`src/rtl/assert_macros.svh`:
```
// assertion macros for the rtl
`ifndef ASSERT_MACROS_SVH
`define ASSERT_MACROS_SVH
`ifndef SYNTH
// same-cycle implication
`define CHK_IMPL(label, clk, rst_n, ante, cons) \
	label: assert property (@(posedge clk) disable iff (!rst_n) (ante) |-> (cons)) \
		else $error("%m: implication check failed");
// next-cycle implication
`define CHK_NEXT(label, clk, rst_n, ante, cons) \
	label: assert property (@(posedge clk) disable iff (!rst_n) (ante) |=> (cons)) \
		else $error("%m: next-cycle check failed");
`else
`define CHK_IMPL(label, clk, rst_n, ante, cons)
`define CHK_NEXT(label, clk, rst_n, ante, cons)
`endif
`endif

```
`src/rtl/tlssni_pkg.sv`:
```
`timescale 1ns / 1ps
`default_nettype none
package tlssni_pkg;

	// widths of the position counters
	localparam int unsigned POS_W = 25;
	localparam logic [POS_W-1:0] POS_MAX = {POS_W{1'b1}};

	// header constants
	localparam logic [7:0] CT_HANDSHAKE = 8'd22;
	localparam logic [7:0] HT_CLIENT_HELLO = 8'd1;
	localparam logic [15:0] FIXED_SKIP = 16'd34;   // client version and 32-byte random
	localparam logic [16:0] REC_HDR_LEN = 17'd5;
	localparam logic [POS_W-1:0] HS_HDR_END = 25'd9; // record header plus handshake header
	localparam logic [POS_W:0] MIN_TOTAL = 26'd5;

	typedef enum logic [4:0] {
		PH_CT, PH_VMAJ, PH_VMIN, PH_LEN_HI, PH_LEN_LO, PH_HT, PH_HL0, PH_HL1,
		PH_HL2, PH_FIXED, PH_SID_LEN, PH_SID_SKIP, PH_CS_HI, PH_CS_LO,
		PH_CS_SKIP, PH_CM_LEN, PH_CM_SKIP, PH_EXTS_HI, PH_EXTS_LO, PH_EXT_TOP,
		PH_ET_LO, PH_EL_HI, PH_EL_LO, PH_EXT_SKIP, PH_NL_HI, PH_NL_LO,
		PH_NAME_TOP, PH_NN_HI, PH_NN_LO, PH_NAME, PH_NAME_SKIP, PH_DONE
	} phase_t;

	typedef enum logic [2:0] {
		ST_FOUND, ST_SHORT, ST_INCOMPLETE, ST_NOT_HS, ST_NOT_CH, ST_NO_NAME, ST_MALFORMED
	} status_t;

	typedef struct packed {
		logic [7:0] data_byte;
		logic       last_byte;
	} in_item_t;

	typedef struct packed {
		logic        name_valid;
		logic [7:0]  name_byte;
		logic        name_last;
		logic        done_res;
		logic [2:0]  status;
		logic [15:0] name_length;
	} res_t;

	// phases that count down rem
	function automatic logic is_skip(input phase_t ph);
		case (ph) inside
			PH_FIXED, PH_SID_SKIP, PH_CS_SKIP, PH_CM_SKIP, PH_EXT_SKIP, PH_NAME_SKIP:
				is_skip = 1'b1;
			default: is_skip = 1'b0;
		endcase
	endfunction

	// phase that follows a finished skip
	function automatic phase_t skip_next(input phase_t ph);
		case (ph)
			PH_FIXED:     skip_next = PH_SID_LEN;
			PH_SID_SKIP:  skip_next = PH_CS_HI;
			PH_CS_SKIP:   skip_next = PH_CM_LEN;
			PH_CM_SKIP:   skip_next = PH_EXTS_HI;
			PH_EXT_SKIP:  skip_next = PH_EXT_TOP;
			PH_NAME_SKIP: skip_next = PH_NAME_TOP;
			default:      skip_next = PH_DONE;
		endcase
	endfunction

endpackage
`default_nettype wire

```
`src/rtl/tlssni_buf_if.sv`:
```
`timescale 1ns / 1ps
`default_nettype none
interface tlssni_buf_if;
	logic       valid;
	logic       ready;
	logic [7:0] data_byte;
	logic       last_byte;

	modport source(output valid, data_byte, last_byte, input ready);
	modport sink(input valid, data_byte, last_byte, output ready);
endinterface
`default_nettype wire

```
`src/rtl/tlssni_name_if.sv`:
```
`timescale 1ns / 1ps
`default_nettype none
interface tlssni_name_if;
	logic        valid;
	logic        ready;
	logic        name_valid;
	logic [7:0]  name_byte;
	logic        name_last;
	logic        done_res;
	logic [2:0]  status;
	logic [15:0] name_length;

	modport source(output valid, name_valid, name_byte, name_last, done_res, status,
		name_length, input ready);
	modport sink(input valid, name_valid, name_byte, name_last, done_res, status,
		name_length, output ready);
endinterface
`default_nettype wire

```
`src/rtl/tls_client_hello_sni_extract.sv`:
```
`timescale 1ns / 1ps
`default_nettype none
// an accepted byte is held in the input stage, and its result is registered in the result stage for name_stream
// throughput: one byte per cycle while name_stream takes results, set by the combinational phase update in the parser
// every accepted byte gives exactly one result transaction
// reset: arst_n low clears the input stage, the parser state and the result stage
// parser state also returns to its reset values after each last byte
`include "assert_macros.svh"
module tls_client_hello_sni_extract
	import tlssni_pkg::*;
(
	input  wire logic     clk,
	input  wire logic     arst_n,
	tlssni_buf_if.sink    buf_stream,
	tlssni_name_if.source name_stream
);

	logic     valid_s1;
	in_item_t item_s1;
	logic     out_free;
	logic     advance;
	res_t     res;

	// a byte moves through the parser when the result stage can take it
	assign advance = valid_s1 && out_free;

	tlssni_in_reg u_in_reg (
		.clk        (clk),
		.arst_n     (arst_n),
		.buf_stream (buf_stream),
		.advance    (advance),
		.valid_s1   (valid_s1),
		.item_s1    (item_s1)
	);

	tlssni_parser u_parser (
		.clk     (clk),
		.arst_n  (arst_n),
		.advance (advance),
		.item_s1 (item_s1),
		.res     (res)
	);

	tlssni_out_reg u_out_reg (
		.clk         (clk),
		.arst_n      (arst_n),
		.load        (advance),
		.res         (res),
		.out_free    (out_free),
		.name_stream (name_stream)
	);

	// checks
	`CHK_IMPL(a_last_is_name, clk, arst_n, name_stream.valid && name_stream.name_last, name_stream.name_valid)
	`CHK_IMPL(a_status_on_done, clk, arst_n, name_stream.valid && !name_stream.done_res, name_stream.status == ST_FOUND && name_stream.name_length == 16'd0)
	`CHK_NEXT(a_stalled_byte_kept, clk, arst_n, valid_s1 && !advance, valid_s1)

endmodule
`default_nettype wire

```
`src/rtl/tlssni_in_reg.sv`:
```
`timescale 1ns / 1ps
`default_nettype none
module tlssni_in_reg
	import tlssni_pkg::*;
(
	input  wire logic     clk,
	input  wire logic     arst_n,
	tlssni_buf_if.sink    buf_stream,
	input  wire logic     advance,
	output logic          valid_s1,
	output in_item_t      item_s1
);

	// stage is free when empty or when its transaction moves on
	assign buf_stream.ready = !valid_s1 || advance;

	always_ff @(posedge clk or negedge arst_n) begin
		if (!arst_n) begin
			valid_s1 <= 1'b0;
		end else if (buf_stream.ready) begin
			valid_s1 <= buf_stream.valid;
		end
	end

	// payload capture
	always_ff @(posedge clk) begin
		if (buf_stream.valid && buf_stream.ready) begin
			item_s1.data_byte <= buf_stream.data_byte;
			item_s1.last_byte <= buf_stream.last_byte;
		end
	end

endmodule
`default_nettype wire

```
`src/rtl/tlssni_parser.sv`:
```
`timescale 1ns / 1ps
`default_nettype none
module tlssni_parser
	import tlssni_pkg::*;
(
	input  wire logic     clk,
	input  wire logic     arst_n,
	input  wire logic     advance,
	input  wire in_item_t item_s1,
	output res_t          res
);

	phase_t            phase_q, phase_d;
	status_t           outcome_q, outcome_d;
	logic [POS_W-1:0]  pos_q, pos_d;
	logic [16:0]       rec_end_q, rec_end_d;
	logic [POS_W-1:0]  hs_end_q, hs_end_d;
	logic [15:0]       rem_q, rem_d;
	logic [POS_W-1:0]  nl_end_q, nl_end_d;
	logic [7:0]        hold_q, hold_d;
	logic              host_q, host_d;
	logic [15:0]       total_len_q, total_len_d;

	// per-byte phase update and result
	always_comb begin
		logic [7:0]   b;
		logic [15:0]  field_len;
		logic [POS_W:0] nl_sum;
		logic [POS_W:0] total;
		logic [POS_W:0] q;
		status_t      st;

		b = item_s1.data_byte;
		phase_d = phase_q;
		outcome_d = outcome_q;
		pos_d = pos_q;
		rec_end_d = rec_end_q;
		hs_end_d = hs_end_q;
		rem_d = rem_q;
		nl_end_d = nl_end_q;
		hold_d = hold_q;
		host_d = host_q;
		total_len_d = total_len_q;
		res = '0;
		field_len = {hold_q, b};
		nl_sum = '0;
		total = {1'b0, pos_q} + 26'd1;
		q = total;
		st = ST_FOUND;

		// settle finished skips and loop ends at this byte
		if (is_skip(phase_d) && rem_d == 16'd0) begin
			phase_d = skip_next(phase_d);
		end
		if (phase_d == PH_NAME_TOP && pos_q >= nl_end_d) begin
			phase_d = PH_EXT_TOP;
		end
		if (phase_d == PH_EXT_TOP && pos_q >= hs_end_d) begin
			outcome_d = ST_NO_NAME;
			phase_d = PH_DONE;
		end

		// field read at or past the handshake end
		if (phase_d != PH_DONE && phase_d > PH_HL2 && !is_skip(phase_d)
			&& pos_q >= hs_end_d) begin
			outcome_d = ST_MALFORMED;
			phase_d = PH_DONE;
		end

		// consume the byte
		case (phase_d)
			PH_CT: begin
				if (b != CT_HANDSHAKE) outcome_d = ST_NOT_HS;
				phase_d = PH_VMAJ;
			end
			PH_VMAJ: phase_d = PH_VMIN;
			PH_VMIN: phase_d = PH_LEN_HI;
			PH_LEN_HI: begin
				hold_d = b;
				phase_d = PH_LEN_LO;
			end
			PH_LEN_LO: begin
				rec_end_d = {1'b0, field_len} + REC_HDR_LEN;
				phase_d = (outcome_d == ST_NOT_HS) ? PH_DONE : PH_HT;
			end
			PH_HT: begin
				if (b != HT_CLIENT_HELLO) begin
					outcome_d = ST_NOT_CH;
					phase_d = PH_DONE;
				end else begin
					phase_d = PH_HL0;
				end
			end
			PH_HL0: begin
				hs_end_d = {1'b0, b, 16'h0000};
				phase_d = PH_HL1;
			end
			PH_HL1: begin
				hs_end_d = hs_end_d | {9'd0, b, 8'h00};
				phase_d = PH_HL2;
			end
			PH_HL2: begin
				hs_end_d = (hs_end_d | {17'd0, b}) + HS_HDR_END;
				rem_d = FIXED_SKIP;
				phase_d = PH_FIXED;
			end
			PH_SID_LEN: begin
				rem_d = {8'd0, b};
				phase_d = PH_SID_SKIP;
			end
			PH_CS_HI: begin
				hold_d = b;
				phase_d = PH_CS_LO;
			end
			PH_CS_LO: begin
				rem_d = field_len;
				phase_d = PH_CS_SKIP;
			end
			PH_CM_LEN: begin
				rem_d = {8'd0, b};
				phase_d = PH_CM_SKIP;
			end
			PH_EXTS_HI: phase_d = PH_EXTS_LO;
			PH_EXTS_LO: phase_d = PH_EXT_TOP;
			PH_EXT_TOP: begin
				hold_d = b;
				phase_d = PH_ET_LO;
			end
			PH_ET_LO: begin
				host_d = (hold_q == 8'd0) && (b == 8'd0);
				phase_d = PH_EL_HI;
			end
			PH_EL_HI: begin
				hold_d = b;
				phase_d = PH_EL_LO;
			end
			PH_EL_LO: begin
				if (host_q) begin
					phase_d = PH_NL_HI;
				end else begin
					rem_d = field_len;
					phase_d = PH_EXT_SKIP;
				end
			end
			PH_NL_HI: begin
				hold_d = b;
				phase_d = PH_NL_LO;
			end
			PH_NL_LO: begin
				nl_sum = {1'b0, pos_q} + 26'd1 + {10'd0, field_len};
				nl_end_d = (nl_sum > {1'b0, POS_MAX}) ? POS_MAX : nl_sum[POS_W-1:0];
				phase_d = PH_NAME_TOP;
			end
			PH_NAME_TOP: begin
				host_d = (b == 8'd0);
				phase_d = PH_NN_HI;
			end
			PH_NN_HI: begin
				hold_d = b;
				phase_d = PH_NN_LO;
			end
			PH_NN_LO: begin
				rem_d = field_len;
				if (host_q) begin
					total_len_d = field_len;
					if (field_len == 16'd0) begin
						outcome_d = ST_FOUND;
						phase_d = PH_DONE;
					end else begin
						phase_d = PH_NAME;
					end
				end else begin
					phase_d = PH_NAME_SKIP;
				end
			end
			PH_NAME: begin
				res.name_valid = 1'b1;
				res.name_byte = b;
				rem_d = rem_d - 16'd1;
				if (rem_d == 16'd0) begin
					res.name_last = 1'b1;
					outcome_d = ST_FOUND;
					phase_d = PH_DONE;
				end
			end
			PH_FIXED, PH_SID_SKIP, PH_CS_SKIP, PH_CM_SKIP, PH_EXT_SKIP, PH_NAME_SKIP: begin
				rem_d = rem_d - 16'd1;
			end
			default: ;
		endcase

		// end of buffer: jump any pending skip, then settle the final outcome
		if (item_s1.last_byte) begin
			if (phase_d != PH_DONE) begin
				if (is_skip(phase_d)) begin
					q = total + {10'd0, rem_d};
					phase_d = skip_next(phase_d);
				end
				if (phase_d == PH_NAME_TOP && q >= {1'b0, nl_end_d}) begin
					phase_d = PH_EXT_TOP;
				end
				if (phase_d == PH_EXT_TOP && q >= {1'b0, hs_end_d}) begin
					outcome_d = ST_NO_NAME;
					phase_d = PH_DONE;
				end
				if (phase_d != PH_DONE) outcome_d = ST_MALFORMED;
			end
			if (total < MIN_TOTAL) begin
				st = ST_SHORT;
			end else if ({9'd0, rec_end_d} > total) begin
				st = ST_INCOMPLETE;
			end else begin
				st = outcome_d;
			end
			res.done_res = 1'b1;
			res.status = st;
			res.name_length = (st == ST_FOUND) ? total_len_d : 16'd0;

			// back to reset for the next buffer
			phase_d = PH_CT;
			outcome_d = ST_NO_NAME;
			pos_d = '0;
			rec_end_d = '0;
			hs_end_d = '0;
			rem_d = '0;
			nl_end_d = '0;
			hold_d = '0;
			host_d = 1'b0;
			total_len_d = '0;
		end else begin
			pos_d = (pos_q == POS_MAX) ? POS_MAX : pos_q + 25'd1;
		end
	end

	// parser state
	always_ff @(posedge clk or negedge arst_n) begin
		if (!arst_n) begin
			phase_q <= PH_CT;
			outcome_q <= ST_NO_NAME;
			pos_q <= '0;
			rec_end_q <= '0;
			hs_end_q <= '0;
			rem_q <= '0;
			nl_end_q <= '0;
			hold_q <= '0;
			host_q <= 1'b0;
			total_len_q <= '0;
		end else if (advance) begin
			phase_q <= phase_d;
			outcome_q <= outcome_d;
			pos_q <= pos_d;
			rec_end_q <= rec_end_d;
			hs_end_q <= hs_end_d;
			rem_q <= rem_d;
			nl_end_q <= nl_end_d;
			hold_q <= hold_d;
			host_q <= host_d;
			total_len_q <= total_len_d;
		end
	end

endmodule
`default_nettype wire

```
`src/rtl/tlssni_out_reg.sv`:
```
`timescale 1ns / 1ps
`default_nettype none
module tlssni_out_reg
	import tlssni_pkg::*;
(
	input  wire logic     clk,
	input  wire logic     arst_n,
	input  wire logic     load,
	input  wire res_t     res,
	output logic          out_free,
	tlssni_name_if.source name_stream
);

	logic valid_q;
	res_t res_q;

	// register can take a new result when empty or being drained
	assign out_free = !valid_q || name_stream.ready;

	always_ff @(posedge clk or negedge arst_n) begin
		if (!arst_n) begin
			valid_q <= 1'b0;
		end else if (out_free) begin
			valid_q <= load;
		end
	end

	// result payload
	always_ff @(posedge clk) begin
		if (load) begin
			res_q <= res;
		end
	end

	assign name_stream.valid = valid_q;
	assign name_stream.name_valid = res_q.name_valid;
	assign name_stream.name_byte = res_q.name_byte;
	assign name_stream.name_last = res_q.name_last;
	assign name_stream.done_res = res_q.done_res;
	assign name_stream.status = res_q.status;
	assign name_stream.name_length = res_q.name_length;

endmodule
`default_nettype wire

```
`src/flat_wrapper.sv`:
```
// flat-port wrapper written by rule: the top's interface ports become plain ports
module tls_client_hello_sni_extract_flat import tlssni_pkg::*;
  (clk, arst_n, buf_stream_valid, buf_stream_data_byte, buf_stream_last_byte, buf_stream_ready, name_stream_valid, name_stream_name_valid, name_stream_name_byte, name_stream_name_last, name_stream_done_res, name_stream_status, name_stream_name_length, name_stream_ready);
  tlssni_buf_if buf_stream_i ();
  tlssni_name_if name_stream_i ();
  input  wire logic clk;
  input  wire logic arst_n;
  input wire logic [$bits(buf_stream_i.valid)-1:0] buf_stream_valid;
  input wire logic [$bits(buf_stream_i.data_byte)-1:0] buf_stream_data_byte;
  input wire logic [$bits(buf_stream_i.last_byte)-1:0] buf_stream_last_byte;
  output wire logic [$bits(buf_stream_i.ready)-1:0] buf_stream_ready;
  output wire logic [$bits(name_stream_i.valid)-1:0] name_stream_valid;
  output wire logic [$bits(name_stream_i.name_valid)-1:0] name_stream_name_valid;
  output wire logic [$bits(name_stream_i.name_byte)-1:0] name_stream_name_byte;
  output wire logic [$bits(name_stream_i.name_last)-1:0] name_stream_name_last;
  output wire logic [$bits(name_stream_i.done_res)-1:0] name_stream_done_res;
  output wire logic [$bits(name_stream_i.status)-1:0] name_stream_status;
  output wire logic [$bits(name_stream_i.name_length)-1:0] name_stream_name_length;
  input wire logic [$bits(name_stream_i.ready)-1:0] name_stream_ready;
  assign buf_stream_i.valid = buf_stream_valid;
  assign buf_stream_i.data_byte = buf_stream_data_byte;
  assign buf_stream_i.last_byte = buf_stream_last_byte;
  assign buf_stream_ready = buf_stream_i.ready;
  assign name_stream_valid = name_stream_i.valid;
  assign name_stream_name_valid = name_stream_i.name_valid;
  assign name_stream_name_byte = name_stream_i.name_byte;
  assign name_stream_name_last = name_stream_i.name_last;
  assign name_stream_done_res = name_stream_i.done_res;
  assign name_stream_status = name_stream_i.status;
  assign name_stream_name_length = name_stream_i.name_length;
  assign name_stream_i.ready = name_stream_ready;
  tls_client_hello_sni_extract u_core (.clk(clk), .arst_n(arst_n), .buf_stream(buf_stream_i), .name_stream(name_stream_i));
endmodule
```
`config.mk`:
```
export PLATFORM = sky130hd
export DESIGN_NAME = tls_client_hello_sni_extract_flat
export DESIGN_NICKNAME = d
export VERILOG_FILES = /design/src/rtl/tlssni_pkg.sv /design/src/rtl/tlssni_buf_if.sv /design/src/rtl/tlssni_name_if.sv /design/src/rtl/tls_client_hello_sni_extract.sv /design/src/rtl/tlssni_in_reg.sv /design/src/rtl/tlssni_parser.sv /design/src/rtl/tlssni_out_reg.sv /design/src/flat_wrapper.sv
export VERILOG_INCLUDE_DIRS = /design/src /design/src/rtl
export SDC_FILE = /design/constraint.sdc
export NUM_CORES = 1
export LEC_CHECK = 0
export BUFFER_PORTS_ARGS = -buffer_cell sky130_fd_sc_hd__buf_2
export CORE_MARGIN = 3
export CORE_UTILIZATION = 35
export CTS_CLUSTER_DIAMETER = 50
export CTS_CLUSTER_SIZE = 12
export DETAILED_ROUTE_END_ITERATION = 8
export PLACE_DENSITY = 0.56
export SETUP_SLACK_MARGIN = 0.1
export SLEW_MARGIN = 40
export SYNTH_ARGS = -nofsm -noshare
export SYNTH_HDL_FRONTEND = slang
export SYNTH_SLANG_ARGS = --single-unit
export TNS_END_PERCENT = 5
```
`constraint.sdc`:
```
create_clock -name clk -period 23.9 [get_ports clk]
set_input_delay 0 -clock clk [delete_from_list [all_inputs] [get_ports clk]]
set_output_delay 0 -clock clk [all_outputs]
set_load 0.1 [all_outputs]
```
Word level (Yosys, flattened, before mapping)
Index checks and enable logic that the tools add are counted.
{"block": "word_totals", "regBits": 182, "in_bits": 13, "output_inout_bits": 32}
{"block": "classes", "add_sub_neg": 7, "order_cmp": 8, "n_eq_ne": 59, "mux": 69, "bitwise": 2, "n_reduce_logical": 35}
{"operator": "2-to-1 mux 25 bit", "count": 6}
{"operator": "equality test 5 bit (second input constant)", "count": 28}
{"operator": "case mux 5 bit (25 select lines)", "count": 1}
{"operator": "2-to-1 mux 16 bit", "count": 6}
{"operator": "2-to-1 mux 5 bit", "count": 18}
{"operator": "equality test 5 x 4 -> 1 bit (second input constant)", "count": 17}
{"operator": "case mux 16 bit (5 select lines)", "count": 1}
{"operator": "2-to-1 mux 26 bit", "count": 3}
{"operator": "case mux 25 bit (3 select lines)", "count": 1}
{"operator": "case mux 5 bit (6 select lines)", "count": 2}
{"operator": "adder 26 x 16 -> 26 bit", "count": 2}
{"operator": ">= comparator 26 x 25 -> 1 bit", "count": 2}
{"operator": ">= comparator 25 bit", "count": 2}
{"operator": "zero test 16 bit", "count": 3}
{"operator": "2-to-1 mux 3 bit", "count": 14}
{"operator": "2-to-1 mux 17 bit", "count": 2}
{"operator": "adder 25 x 1 -> 26 bit (second input constant)", "count": 1}
{"operator": "greater-than comparator 17 x 26 -> 1 bit", "count": 1}
{"operator": "greater-than comparator 26 x 25 -> 1 bit (second input constant)", "count": 1}
{"operator": "< comparator 26 x 3 -> 1 bit (second input constant)", "count": 1}
{"operator": "adder 25 x 1 -> 25 bit (second input constant)", "count": 1}
{"operator": "adder 25 x 4 -> 25 bit (second input constant)", "count": 1}
{"operator": "equality test 25 bit (second input constant)", "count": 1}
{"operator": "OR 25 x 16 -> 25 bit", "count": 1}
{"operator": "31 further kinds", "count": 64}

Longest topological paths before layout
Gate-level depths: netlist (run 1).
{"block": "depth", "ltp_word": 48, "mapped_depth": 45}

By module
A second synthesis (run 1) with hierarchy kept.
{"block": "hier_totals", "cells_unflattened": 1904, "hier_area_um2": 16060.4}
{"module": "tlssni_parser", "n_inst": 1, "cells_each": 1857, "area_each_um2": 14781.7, "seq_area_each_um2": 3530.9}
{"module": "tlssni_out_reg", "n_inst": 1, "cells_each": 33, "area_each_um2": 948.4, "seq_area_each_um2": 925.9}
{"module": "tlssni_in_reg", "n_inst": 1, "cells_each": 13, "area_each_um2": 324.1, "seq_area_each_um2": 295.3}
{"module": "tls_client_hello_sni_extract", "n_inst": 1, "cells_each": 1, "area_each_um2": 6.3, "seq_area_each_um2": 0.0}

Least setup slack after synthesis (run 1)
OpenSTA, ideal clock, no wires.
{"block": "synth_path", "path_type": "register to register", "startpoint": "reg u_core.u_parser.pos_q[10]", "endpoint": "reg u_core.u_out_reg.res_q (netlist bit u_core.u_out_reg.name_stream.status[0]), data pin", "setup_time_ns": 0.259, "arrival_time_ns": 8.058, "slack_ns": 15.583, "stages_incl_launch_ff": 40, "path_buffers": 3, "period_less_slack_ns": 8.317, "path_cell_list": "dfrtp_1 ha_1 a211oi_1 nor2_1 or4b_1 o21ai_1 o211a_1 o211ai_1 and2_1 clkbuf_1 and2_1 a211oi_1 clkbuf_1 clkbuf_1 o21ai_0 a221oi_1 inv_1 ha_1 (+4 left out) o21ai_0 a21oi_1 o21bai_1 a21oi_1 o21ai_0 a41oi_1 a21oi_1 nand3_1 xor2_1 ha_1 a21o_1 a21o_1 a21oi_1 nor2_1 a2111oi_0 o31a_1 nor3_1 o31a_1"}
{"block": "synth_between", "elab_chain_cells": 40, "elab_cells_between_ends": 116, "cone_classes": "3 x add/sub; 8 x order compare; 49 x eq/ne; 42 x mux; 14 x reduce/logical"}
{"element": "from (decl)", "line": "tlssni_parser.sv:15", "rtl": "logic [POS_W-1:0] pos_q, pos_d;"}
{"element": "from (signal assigned)", "line": "tlssni_parser.sv:251", "rtl": "pos_q <= pos_d;"}
{"element": "branches (longest 38 deep; another with >= comparator 25 bit)"}
{"element": "2-to-1 mux 3 bit *", "line": "tlssni_parser.sv:208", "rtl": "if (total < MIN_TOTAL) begin"}
{"element": "2-to-1 mux 3 bit *", "line": "tlssni_parser.sv:193", "rtl": "if (item_s1.last_byte) begin"}
{"element": "to (signal assigned)", "line": "tlssni_out_reg.sv:31", "rtl": "res_q <= res;"}
{"element": "to (decl)", "line": "tlssni_out_reg.sv:15", "rtl": "res_t res_q;"}
Mark *: on every way between the ends. The select of a mux whose other input is x is not followed.
A chain may end at the register's enable or synchronous reset.

Worst setup path after layout (run 1)
{"block": "layout_path", "startpoint": "reg u_core.u_parser.pos_q[24]", "endpoint": "reg u_core.u_out_reg.res_q (netlist bit u_core.u_out_reg.name_stream.status[0]), data pin"}
The elaborated chain is that of the path after synthesis.

==> results of run 1 <==
==> metrics by stage <==
stage	instance area, sq um	total power (W)	hold slack [ps]
floorplan	15600	0.00119	-296
detailed placement	16500	0.00153	84.7
CTS	17200	0.00183	178
global placement	16400	0.00153	166
global route	17200	0.00197	202
finish	17200	0.00185	163
==> registers in the layout (all words and copies together), names as in the netlist <==
signal / cells
u_core.u_out_reg.name_stream.name_length: 16
u_core.u_parser.hold_q: 8
u_core.u_parser.total_len_q: 16
u_core.u_parser.hs_end_q: 25
u_core.u_out_reg.name_stream.name_valid: 1
u_core.u_in_reg.valid_s1: 1
u_core.u_out_reg.name_stream.valid: 1
u_core.u_parser.rem_q: 16
u_core.u_out_reg.name_stream.name_last: 1
u_core.u_parser.pos_q: 25
u_core.u_parser.rec_end_q: 17
u_core.u_out_reg.name_stream.status: 3
u_core.u_parser.host_q: 1
u_core.u_out_reg.name_stream.done_res: 1
u_core.u_parser.nl_end_q: 25
u_core.u_parser.outcome_q: 3
u_core.u_parser.phase_q: 5
u_core.u_in_reg.item_s1: 9
u_core.u_out_reg.name_stream.name_byte: 8
==> synthesized netlist by cell type (13+ instances only) <==
cell type	instances
and2_1	15
inv_1	108
clkbuf_1	88
nor4_1	16
o21ai_0	133
nor2_1	128
nand4_1	31
a211oi_1	28
o22ai_1	67
edfxtp_1	39
nand3_1	59
a21o_1	45
o21a_1	17
a31oi_1	18
nand2_1	132
and3_1	41
a32o_1	15
dfrtp_1	141
nor3_1	33
mux2i_1	24
xnor2_1	46
xor2_1	35
o211ai_1	13
nor2b_1	14
nand2b_1	25
ha_1	158
a21oi_1	105
a22o_1	53
==> layout by cell type (no fill, tap or decap), types with 15 or more instances in the layout <==
cell | synthesis | layout
a31oi_1 | 18 | 18
ha_1 | 158 | 158
a21oi_1 | 105 | 105
mux2i_1 | 24 | 24
nand2_1 | 132 | 130
nand4_1 | 31 | 31
and2_1 | 15 | 15
nor3_1 | 33 | 32
xor2_1 | 35 | 35
buf_4 | 3 | 32
nor4_1 | 16 | 16
inv_1 | 108 | 107
dfrtp_1 | 141 | 141
nand2b_1 | 25 | 24
edfxtp_1 | 39 | 39
nand3_1 | 59 | 59
a22o_1 | 53 | 53
and3_1 | 41 | 41
o22ai_1 | 67 | 67
a21o_1 | 45 | 45
clkbuf_16 | 0 | 17
xnor2_1 | 46 | 46
o21a_1 | 17 | 17
a211oi_1 | 28 | 26
o21ai_0 | 133 | 132
nor2_1 | 128 | 126
buf_2 | 6 | 44
a32o_1 | 15 | 15
==> area by class of cell <==
| class | instances | area [sq um] | share of cell area, % |
|---|---|---|---|
| repair buffers | 92 | 637 | 3.70 |
| clock buffers | 17 | 425 | 2.47 |
| inverters | 111 | 418 | 2.43 |
| multi-input cells | 1440 | 10100 | 58.6 |
| clock inverters | 15 | 156 | 0.908 |
| well taps | 585 | 732 | 4.25 |
| flip-flops and latches | 182 | 4750 | 27.6 |
==> report_power, final <==
part	switching, W	leakage [nW]	total [W]	internal [W]
clock network	0.000143	0.290	0.000292	0.000148
registers	0.0000577	2.35	0.000408	0.000351
logic	0.000744	4.96	0.00115	0.000401
total	0.000945	7.60	0.00185	0.000900
==> per-layer routing <==
| metal | vias to the layer above | GRT usage (%) | routed length (um) |
|---|---|---|---|
| li1 | 6905 | - | - |
| met1 | 7288 | 33.3 | 25900 |
| met2 | 560 | 38.0 | 25600 |
| met3 | 83 | 3.47 | 3370 |
| met4 | 0 | 7.46 | 1520 |
| met5 | - | 0 | 0 |
==> worst max-delay path, delay by kind of cell, from the launching register on <==
kind	cells	cell delay, ps
AO/OA/AOI/OAI	25	6540
XOR/XNOR	1	160
adder cells (fa/ha/maj)	4	1320
buffers and inverters	3	600
flip-flops	1	510
AND/OR/NAND/NOR	7	1240
==> cell families after synthesis <==
family                     after synthesis  share of synthesized area (%)
AOI/OAI and AO/OA                      620                           27.0
xor gates and xnor gates                81                           4.53
adders and majority gates              160                           12.9
buffers and inverters                  216                           5.41
DFF                                    182                           30.4
muxes                                   27                           1.75
and+or+nand+nor                        552                           18.0
==> worst max-delay path by stage <==
stage / cells past startpoint / start / endpoint
after floorplan: 39 / u_core.u_parser.pos_q[10] / u_core.u_out_reg.name_stream.status[0]
after global placement: 39 / u_core.u_parser.pos_q[24] / u_core.u_out_reg.name_stream.status[0]
after detailed placement: 38 / u_core.u_parser.pos_q[24] / u_core.u_out_reg.name_stream.status[0]
after CTS: 38 / u_core.u_parser.pos_q[24] / u_core.u_out_reg.name_stream.status[0]
after global routing: 40 / u_core.u_parser.pos_q[24] / u_core.u_out_reg.name_stream.status[0]
final: 40 / u_core.u_parser.pos_q[24] / u_core.u_out_reg.name_stream.status[0]
==> timing repair <==
action	CTS	global route
hold endpoints to repair	93	0
setup endpoints to repair	0	0
buffers inserted	0	0
hold buffers	13	0
==> flow_summary_export.csv, run 1 <==
group,metric,value,unit
run_status,status,"finished clean",
sta,setup_viol,0,
floorplanning,die_w,217,um
global_routing,grt_pass1_vias,14300,
global_routing,antenna_found_initial,0,
logic_synthesis,synth.distinct_cells,95,
logic_synthesis,syn_nets,2011,
global_routing,grt_use_total,23.8,%
sta,fmax,0.0940,GHz
floorplanning,die_area,47300,sq um
global_routing,grt_max_degree,84,
sta,hold_viol_final,0,
layout,nNetsFinal,2017,
clock_tree,cts_tree,"built",
sta,rsz0062_at_grt,"false",
sta,fin_ws,13260,ps
floorplanning,core_area,43600,sq um
placed_design,gp_congestion,0.971,
worst_setup_path,path_class,"register to register",
layout,area_growth,10.1,%
logic_synthesis,synth_cells,1838,
logic_synthesis,async_flop_share,78.6,%
drt,drc,0,
worst_setup_path,arrival,10870,ps
clock_tree,cts_buffers,17,
pwr,ir_drop,0.0000872,V
worst_setup_path,endpoint_kind,"register",
sta,min_period,10640,ps
clock_tree,clock-sinks,182,
sta,skew,22.5,ps
logic_synthesis,yosysTopAreaCell,"dfrtp_1",
floorplanning,start_util,35.8,%
worst_setup_path,r2r_end,"u_core.u_out_reg.name_stream.status[0]",
worst_setup_path,critPathMostFrequentCell,"o21ai_0",
floorplanning,ios,45,
worst_setup_path,r2r_start,"u_core.u_parser.pos_q[24]",
logic_synthesis,yosysSeqAreaShare,30.4,%
logic_synthesis,synthFlopType,"dfrtp_1",
pwr,p_leak,7.60,nW
worst_setup_path,startpoint_type,"register",
floorplanning,rows,76,
logic_synthesis,synth.area.top_cells,"dfrtp_1 (23%), ha_1 (13%), edfxtp_1 (7.5%), o21ai_0 (4.3%), a21oi_1 (3.4%)",
logic_synthesis,yosysWarnings,0,
layout,fin_util,39.5,%
clock_tree,clock-root-buffer,"clkbuf_16",
drt,first_iter_violations,1315,
clock_tree,clk_latency,480,ps
placed_design,port_buffers,44,
sta,final.setup.tns,0,ps
layout,antenna_cells,0,
layout,layoutNonFillerInstCount,2442,
logic_synthesis,syn_area,15600,sq um
clock_tree,htreeDepth,4,
clock_tree,cts_resized,0,
clock_tree,clkTransAtPathRegs,90,ps
global_routing,grt_pass1_wl,86500,um
job,maxCapViolCount,0,
worst_setup_path,slowest_stage,"a21oi_1",
hold_path,hold_class,"input port to asynchronous set/reset pin",
placed_design,pre_cts_slack,13260,ps
sta,tightest_slew,843,ps
floorplanning,die_h,217,um
sta,finalCritPeriodShare,44.5,%
worst_setup_path,reg2reg_depth,40,
worst_setup_path,cp.required,24130,ps
drt,avgRoutedWirePerCell,23.1,um
worst_setup_path,cp_max_fo,29,
sta,slew_headroom,42.3,%
worst_setup_path,cpPeakStageDelay,650,ps
placed_design,placedCellCount,2396,
clock_tree,clockBufferDepth,2,
logic_synthesis,yosys.area.top_type_share,22.6,%
drt,viasPerCell,6.08,
logic_synthesis,synth_edf_count,39,
drt,wl,56500,um
global_routing,overflow,0,
placed_design,hpwl,41700,um
sta,drv_slew,0,
logic_synthesis,syn_area_per_cell,8.51,sq um
layout,fill_cells,4441,
drt,vias,14800,
logic_synthesis,ys_seq_elements,182,
layout,layout-drive-gt1-share,9.26,%
worst_setup_path,r2r_slack,13260,ps
drt,dr.pass1.iters,7,
drt,drtAntennaViolNets,0,
pwr,p_per_area,107,nW/um^2
No activity file was read; power rests on OpenSTA's default activity.
==> run 2, diff against run 1 <==
--- a/config.mk
+++ b/config.mk
@@ -12,7 +12,7 @@
 export CTS_CLUSTER_DIAMETER = 50
 export CTS_CLUSTER_SIZE = 12
 export DETAILED_ROUTE_END_ITERATION = 8
-export PLACE_DENSITY = 0.56
+export PLACE_DENSITY = 0.58
 export SETUP_SLACK_MARGIN = 0.1
 export SLEW_MARGIN = 40
 export SYNTH_ARGS = -nofsm -noshare
==> constraint.sdc (replaced) <==
create_clock -name clk -period 9.34 [get_ports clk]
set_input_delay 0 -clock clk [delete_from_list [all_inputs] [get_ports clk]]
set_output_delay 0 -clock clk [all_outputs]
set_load 0.1 [all_outputs]
==> flow_summary_export.csv, run 2 (synthesis results as in run 1) <==
group,metric,value,unit
run_status,status,"finished clean",
layout,layoutNonFillerInstCount,2507,
clock_tree,clockBufferDepth,2,
drt,viasPerCell,5.99,
clock_tree,cts_tree,"built",
placed_design,gp_congestion,0.931,
global_routing,grt_use_total,24.4,%
placed_design,placedCellCount,2459,
worst_setup_path,critPathMostFrequentCell,"buf_4",
worst_setup_path,cp.required,9580,ps
sta,tightest_slew,871,ps
worst_setup_path,arrival,8960,ps
pwr,p_per_area,277,nW/um^2
drt,drtAntennaViolNets,0,
worst_setup_path,startpoint_type,"register",
layout,nNetsFinal,2082,
drt,wl,57700,um
floorplanning,core_area,43600,sq um
clock_tree,cts_buffers,17,
sta,final.setup.tns,0,ps
drt,first_iter_violations,1356,
global_routing,antenna_found_initial,0,
placed_design,placed_cell_area,17000,sq um
sta,setup_viol,0,
floorplanning,ios,45,
sta,fmax,0.115,GHz
clock_tree,clkTransAtPathRegs,80,ps
pwr,finalPower,0.00493,W
layout,postLayoutCellArea,17800,sq um
clock_tree,clock-root-buffer,"clkbuf_16",
sta,hold_viol_final,0,
layout,fin_util,40.8,%
pwr,p_leak,7.94,nW
global_routing,grt_pass1_wl,88600,um
worst_setup_path,path_class,"register to register",
drt,dr.pass1.iters,5,
drt,vias,15000,
sta,skew,19.8,ps
layout,area_growth,13.7,%
pwr,ir_drop,0.000159,V
layout,antenna_cells,0,
worst_setup_path,slowest_stage,"or4b_1",
worst_setup_path,cpPeakStageDelay,580,ps
floorplanning,rows,76,
worst_setup_path,cp_max_fo,8,
sta,drv_slew,0,
floorplanning,die_area,47300,sq um
sta,finalCritPeriodShare,93.4,%
floorplanning,start_util,35.8,%
hold_path,hold_class,"input port to asynchronous set/reset pin",
clock_tree,clk_latency,480,ps
worst_setup_path,r2r_start,"u_core.u_parser.pos_q[10]",
global_routing,overflow,0,
worst_setup_path,reg2reg_depth,37,
global_routing,grt_pass1_vias,14800,
sta,min_period,8720,ps
drt,avgRoutedWirePerCell,23.0,um
floorplanning,die_w,217,um
floorplanning,die_h,217,um
worst_setup_path,r2r_slack,620,ps
job,maxCapViolCount,0,
clock_tree,htreeDepth,4,
worst_setup_path,endpoint_kind,"register",
placed_design,hpwl,43200,um
layout,reg.largest.list,"u_core.u_parser.hs_end_q x25, u_core.u_parser.nl_end_q x25, u_core.u_parser.pos_q x25",
sta,rsz0062_at_grt,"false",
layout,most-common-layout-cells,"ha_1 (158), dfrtp_1 (141), nand2_1 (130)",
global_routing,grt_max_degree,85,
sta,slew_headroom,41.9,%
drt,drc,0,
placed_design,port_buffers,44,
clock_tree,clock-sinks,182,
worst_setup_path,r2r_end,"u_core.u_out_reg.name_stream.status[0]",
layout,layout-drive-gt1-share,13.0,%
layout,final_common_cell,"ha_1",
## run 2: what timing repair did
item,CTS,global route
endpoints found under the setup margin,0,2
setup buffers,0,3
resized for setup,0,22
hold buffers,13,0
hold endpoints to repair,94,0
## run 2: layer usage
metal	share of wire (%)	track usage, %	up-vias
li1	-	-	7021
met1	45	32.8	7419
met2	46	40.2	490
met3	5.6	3.65	93
met4	3.1	8.22	0
met5	0	0	-
## run 2: power by group
part           internal (W)  switching, W
sequential         0.000897      0.000155
clock              0.000377      0.000384
combinational       0.00118       0.00194
total               0.00245       0.00247
## run 2: worst max-delay path by stage
stage / cells after the start / end / startpoint / slack, ps
floorplan: 39 / u_core.u_out_reg.name_stream.status[0] / u_core.u_parser.pos_q[10] / 1020
global placement: 37 / u_core.u_out_reg.name_stream.status[0] / u_core.u_parser.pos_q[10] / 270
detailed placement: 37 / u_core.u_out_reg.name_stream.status[0] / u_core.u_parser.pos_q[10] / 260
CTS: 38 / u_core.u_out_reg.name_stream.status[0] / u_core.u_parser.pos_q[10] / 180
global route: 37 / u_core.u_out_reg.name_stream.status[0] / u_core.u_parser.pos_q[10] / 100
finish: 37 / u_core.u_out_reg.name_stream.status[0] / u_core.u_parser.pos_q[10] / 620
## run 2: final cells by class
| class | instances | area [sq um] |
|---|---|---|
| clock buffer | 19 | 464 |
| clock inverter | 13 | 126 |
| fill | 4362 | 25900 |
| inverter | 111 | 418 |
| multi-input combinational | 1440 | 10200 |
| sequential | 182 | 4750 |
| tap | 585 | 732 |
| timing repair buffer | 157 | 1120 |
## run 2: worst max-delay path, delay by kind of cell (launching register included)
| family | cells | cell delay, ps |
|---|---|---|
| AO/OA/AOI/OAI | 21 | 4590 |
| adder cells (fa/ha/maj) | 3 | 850 |
| buffers and inverters | 6 | 880 |
| flip-flops | 1 | 480 |
| AND/OR/NAND/NOR | 7 | 1670 |
## run 2: per-stage QoR
stage | setup slack (ps) | hold slack [ps]
3_3_place_gp | 271 | 159
5_1_grt | 104 | 202
2_1_floorplan | 1020 | -296
4_1_cts | 184 | 160
3_5_place_dp | 262 | 79.6
6_report | 619 | 141
==> run 3, diff against run 2 <==
--- a/config.mk
+++ b/config.mk
@@ -12,7 +12,7 @@
 export CTS_CLUSTER_DIAMETER = 50
 export CTS_CLUSTER_SIZE = 12
 export DETAILED_ROUTE_END_ITERATION = 8
-export PLACE_DENSITY = 0.58
+export PLACE_DENSITY = 0.56
 export SETUP_SLACK_MARGIN = 0.1
 export SLEW_MARGIN = 40
 export SYNTH_ARGS = -nofsm -noshare
==> constraint.sdc (replaced) <==
create_clock -name clk -period 10.3 [get_ports clk]
set_input_delay 0 -clock clk [delete_from_list [all_inputs] [get_ports clk]]
set_output_delay 0 -clock clk [all_outputs]
set_load 0.1 [all_outputs]
==> flow_summary_export.csv, run 3 (synthesis results as in run 1) <==
group,metric,value,unit
pwr,p_per_area,254,nW/um^2
layout,reg.largest.list,"u_core.u_parser.hs_end_q x25, u_core.u_parser.nl_end_q x25, u_core.u_parser.pos_q x25",
layout,layout-drive-gt1-share,10.6,%
sta,hold_viol_final,0,
drt,dr.pass1.iters,5,
global_routing,grt_use_total,23.7,%
layout,area_growth,11.3,%
drt,wl,56300,um
sta,rsz0062_at_grt,"false",
sta,skew,12.0,ps
worst_setup_path,reg2reg_depth,40,
floorplanning,core_area,43600,sq um
worst_setup_path,startpoint_type,"register",
worst_setup_path,cp_max_fo,10,
job,maxCapViolCount,0,
worst_setup_path,arrival,9580,ps
layout,antenna_cells,0,
pwr,ir_drop,0.000165,V
floorplanning,die_w,217,um
floorplanning,die_h,217,um
drt,vias,14800,
worst_setup_path,cpPeakStageDelay,550,ps
worst_setup_path,endpoint_kind,"register",
clock_tree,clkTransAtPathRegs,80,ps
global_routing,grt_pass1_vias,13900,
sta,min_period,9350,ps
placed_design,placedCellCount,2414,
floorplanning,ios,45,
hold_path,hold_class,"input port to asynchronous set/reset pin",
placed_design,gp_congestion,0.994,
sta,final.setup.tns,0,ps
clock_tree,clock-root-buffer,"clkbuf_16",
run_status,status,"finished clean",
worst_setup_path,critPathMostFrequentCell,"o21ai_0",
clock_tree,clock-sinks,182,
global_routing,grt_pass1_wl,85800,um
drt,drtAntennaViolNets,0,
clock_tree,cts_tree,"built",
clock_tree,clk_latency,460,ps
floorplanning,die_area,47300,sq um
drt,first_iter_violations,1570,
sta,holdWs,154,ps
layout,layoutNonFillerInstCount,2463,
worst_setup_path,path_delay_family,"compound AO/OA/AOI/OAI gates",
pwr,p_leak,7.70,nW
worst_setup_path,cp.required,10520,ps
worst_setup_path,crit_cells,40,
worst_setup_path,slowest_stage,"or4b_1",
layout,nNetsFinal,2038,
global_routing,overflow,0,
sta,fmax,0.107,GHz
clock_tree,htreeDepth,4,
floorplanning,start_util,35.8,%
sta,slew_headroom,44.2,%
placed_design,port_buffers,44,
worst_setup_path,path_class,"register to register",
drt,avgRoutedWirePerCell,22.9,um
layout,final_common_cell,"ha_1",
drt,drc,0,
clock_tree,cts_buffers,17,
global_routing,antenna_found_initial,0,
drt,viasPerCell,5.99,
worst_setup_path,path_buf_inv,2,
layout,most-common-layout-cells,"ha_1 (158), dfrtp_1 (141), o21ai_0 (131)",
sta,finalCritPeriodShare,90.8,%
clock_tree,clockBufferDepth,2,
placed_design,hpwl,41500,um
global_routing,grt_max_degree,85,
sta,tightest_slew,826,ps
floorplanning,rows,76,
sta,setup_viol,0,
sta,drv_slew,0,
run 3: changes by cell type in the layout (fill, tap and decap cells not counted), sizes merged:
cell      previous run  this run
inv                116       118
buf                144       100
clkinvlp             3         2
clkinv               5         4
run 3: worst reg2reg max path: cells and delay by family (launching register included):
kind | cells | cell delay (ps)
AO/OA/AOI/OAI | 21 | 4730
AND/OR/NAND/NOR | 12 | 2170
adder cells (fa/ha/maj) | 4 | 1290
flip-flops | 1 | 480
buffers and inverters | 2 | 280
XOR/XNOR | 1 | 170
run 3: final cells by class:
type	count	area (sq um)
Fill cell	4385	26200
Multi-Input combinational cell	1440	10200
Clock inverter	13	110
Timing Repair Buffer	113	795
Inverter	111	418
Tap cell	585	732
Sequential cell	182	4750
Clock buffer	19	443
run 3: routing by layer:
metal  GRT usage, %  vias to the layer above  wire length [um]
met5              0                        -                 0
met4           6.33                        0              1270
met3           3.47                       64              3480
met2           38.3                      533             26000
met1           33.1                     7217             25600
li1               -                     6945                 -
run 3: report_power, final:
| part | internal (W) | switching [W] | total [W] |
|---|---|---|---|
| sequential | 0.000813 | 0.000138 | 0.000952 |
| combinational | 0.00104 | 0.00177 | 0.00281 |
| clock | 0.000324 | 0.000330 | 0.000654 |
| total | 0.00217 | 0.00224 | 0.00442 |
run 3: path summary, 6_finish.rpt:
| path | from | slack (ps) | to |
|---|---|---|---|
| min in group clk | buf_stream_data_byte[3] | 250 | u_core.u_in_reg.item_s1[4] |
| worst min-delay path | arst_n | 150 | u_core.u_parser.hs_end_q[4] |
| worst max-delay path | u_core.u_parser.pos_q[10] | 950 | u_core.u_out_reg.name_stream.status[0] |
| max in group asynchronous | arst_n | 9120 | u_core.u_parser.rem_q[1] |
| worst min register to register | u_core.u_parser.rec_end_q[0] | 480 | u_core.u_parser.rec_end_q[0] |
| worst max register to register | u_core.u_parser.pos_q[10] | 950 | u_core.u_out_reg.name_stream.status[0] |
run 3: metrics by stage:
step | utilization (%) | instance area [sq um] | power (W) | setup WS (ps)
2_1_floorplan | - | 15600 | 0.00276 | 1980
3_3_place_gp | 38.0 | 16600 | 0.00364 | 509
3_5_place_dp | 38.1 | 16600 | 0.00363 | 425
4_1_cts | 39.6 | 17300 | 0.00431 | 332
5_1_grt | 39.9 | 17400 | 0.00470 | 67.3
6_report | 39.9 | 17400 | 0.00442 | 946
run 3: repair_timing:
item | in CTS | in global routing
hold buffers | 13 | 0
endpoints found under the hold margin | 94 | 0
buffers inserted | 0 | 3
setup endpoints to repair | 0 | 2
resized for setup | 0 | 12
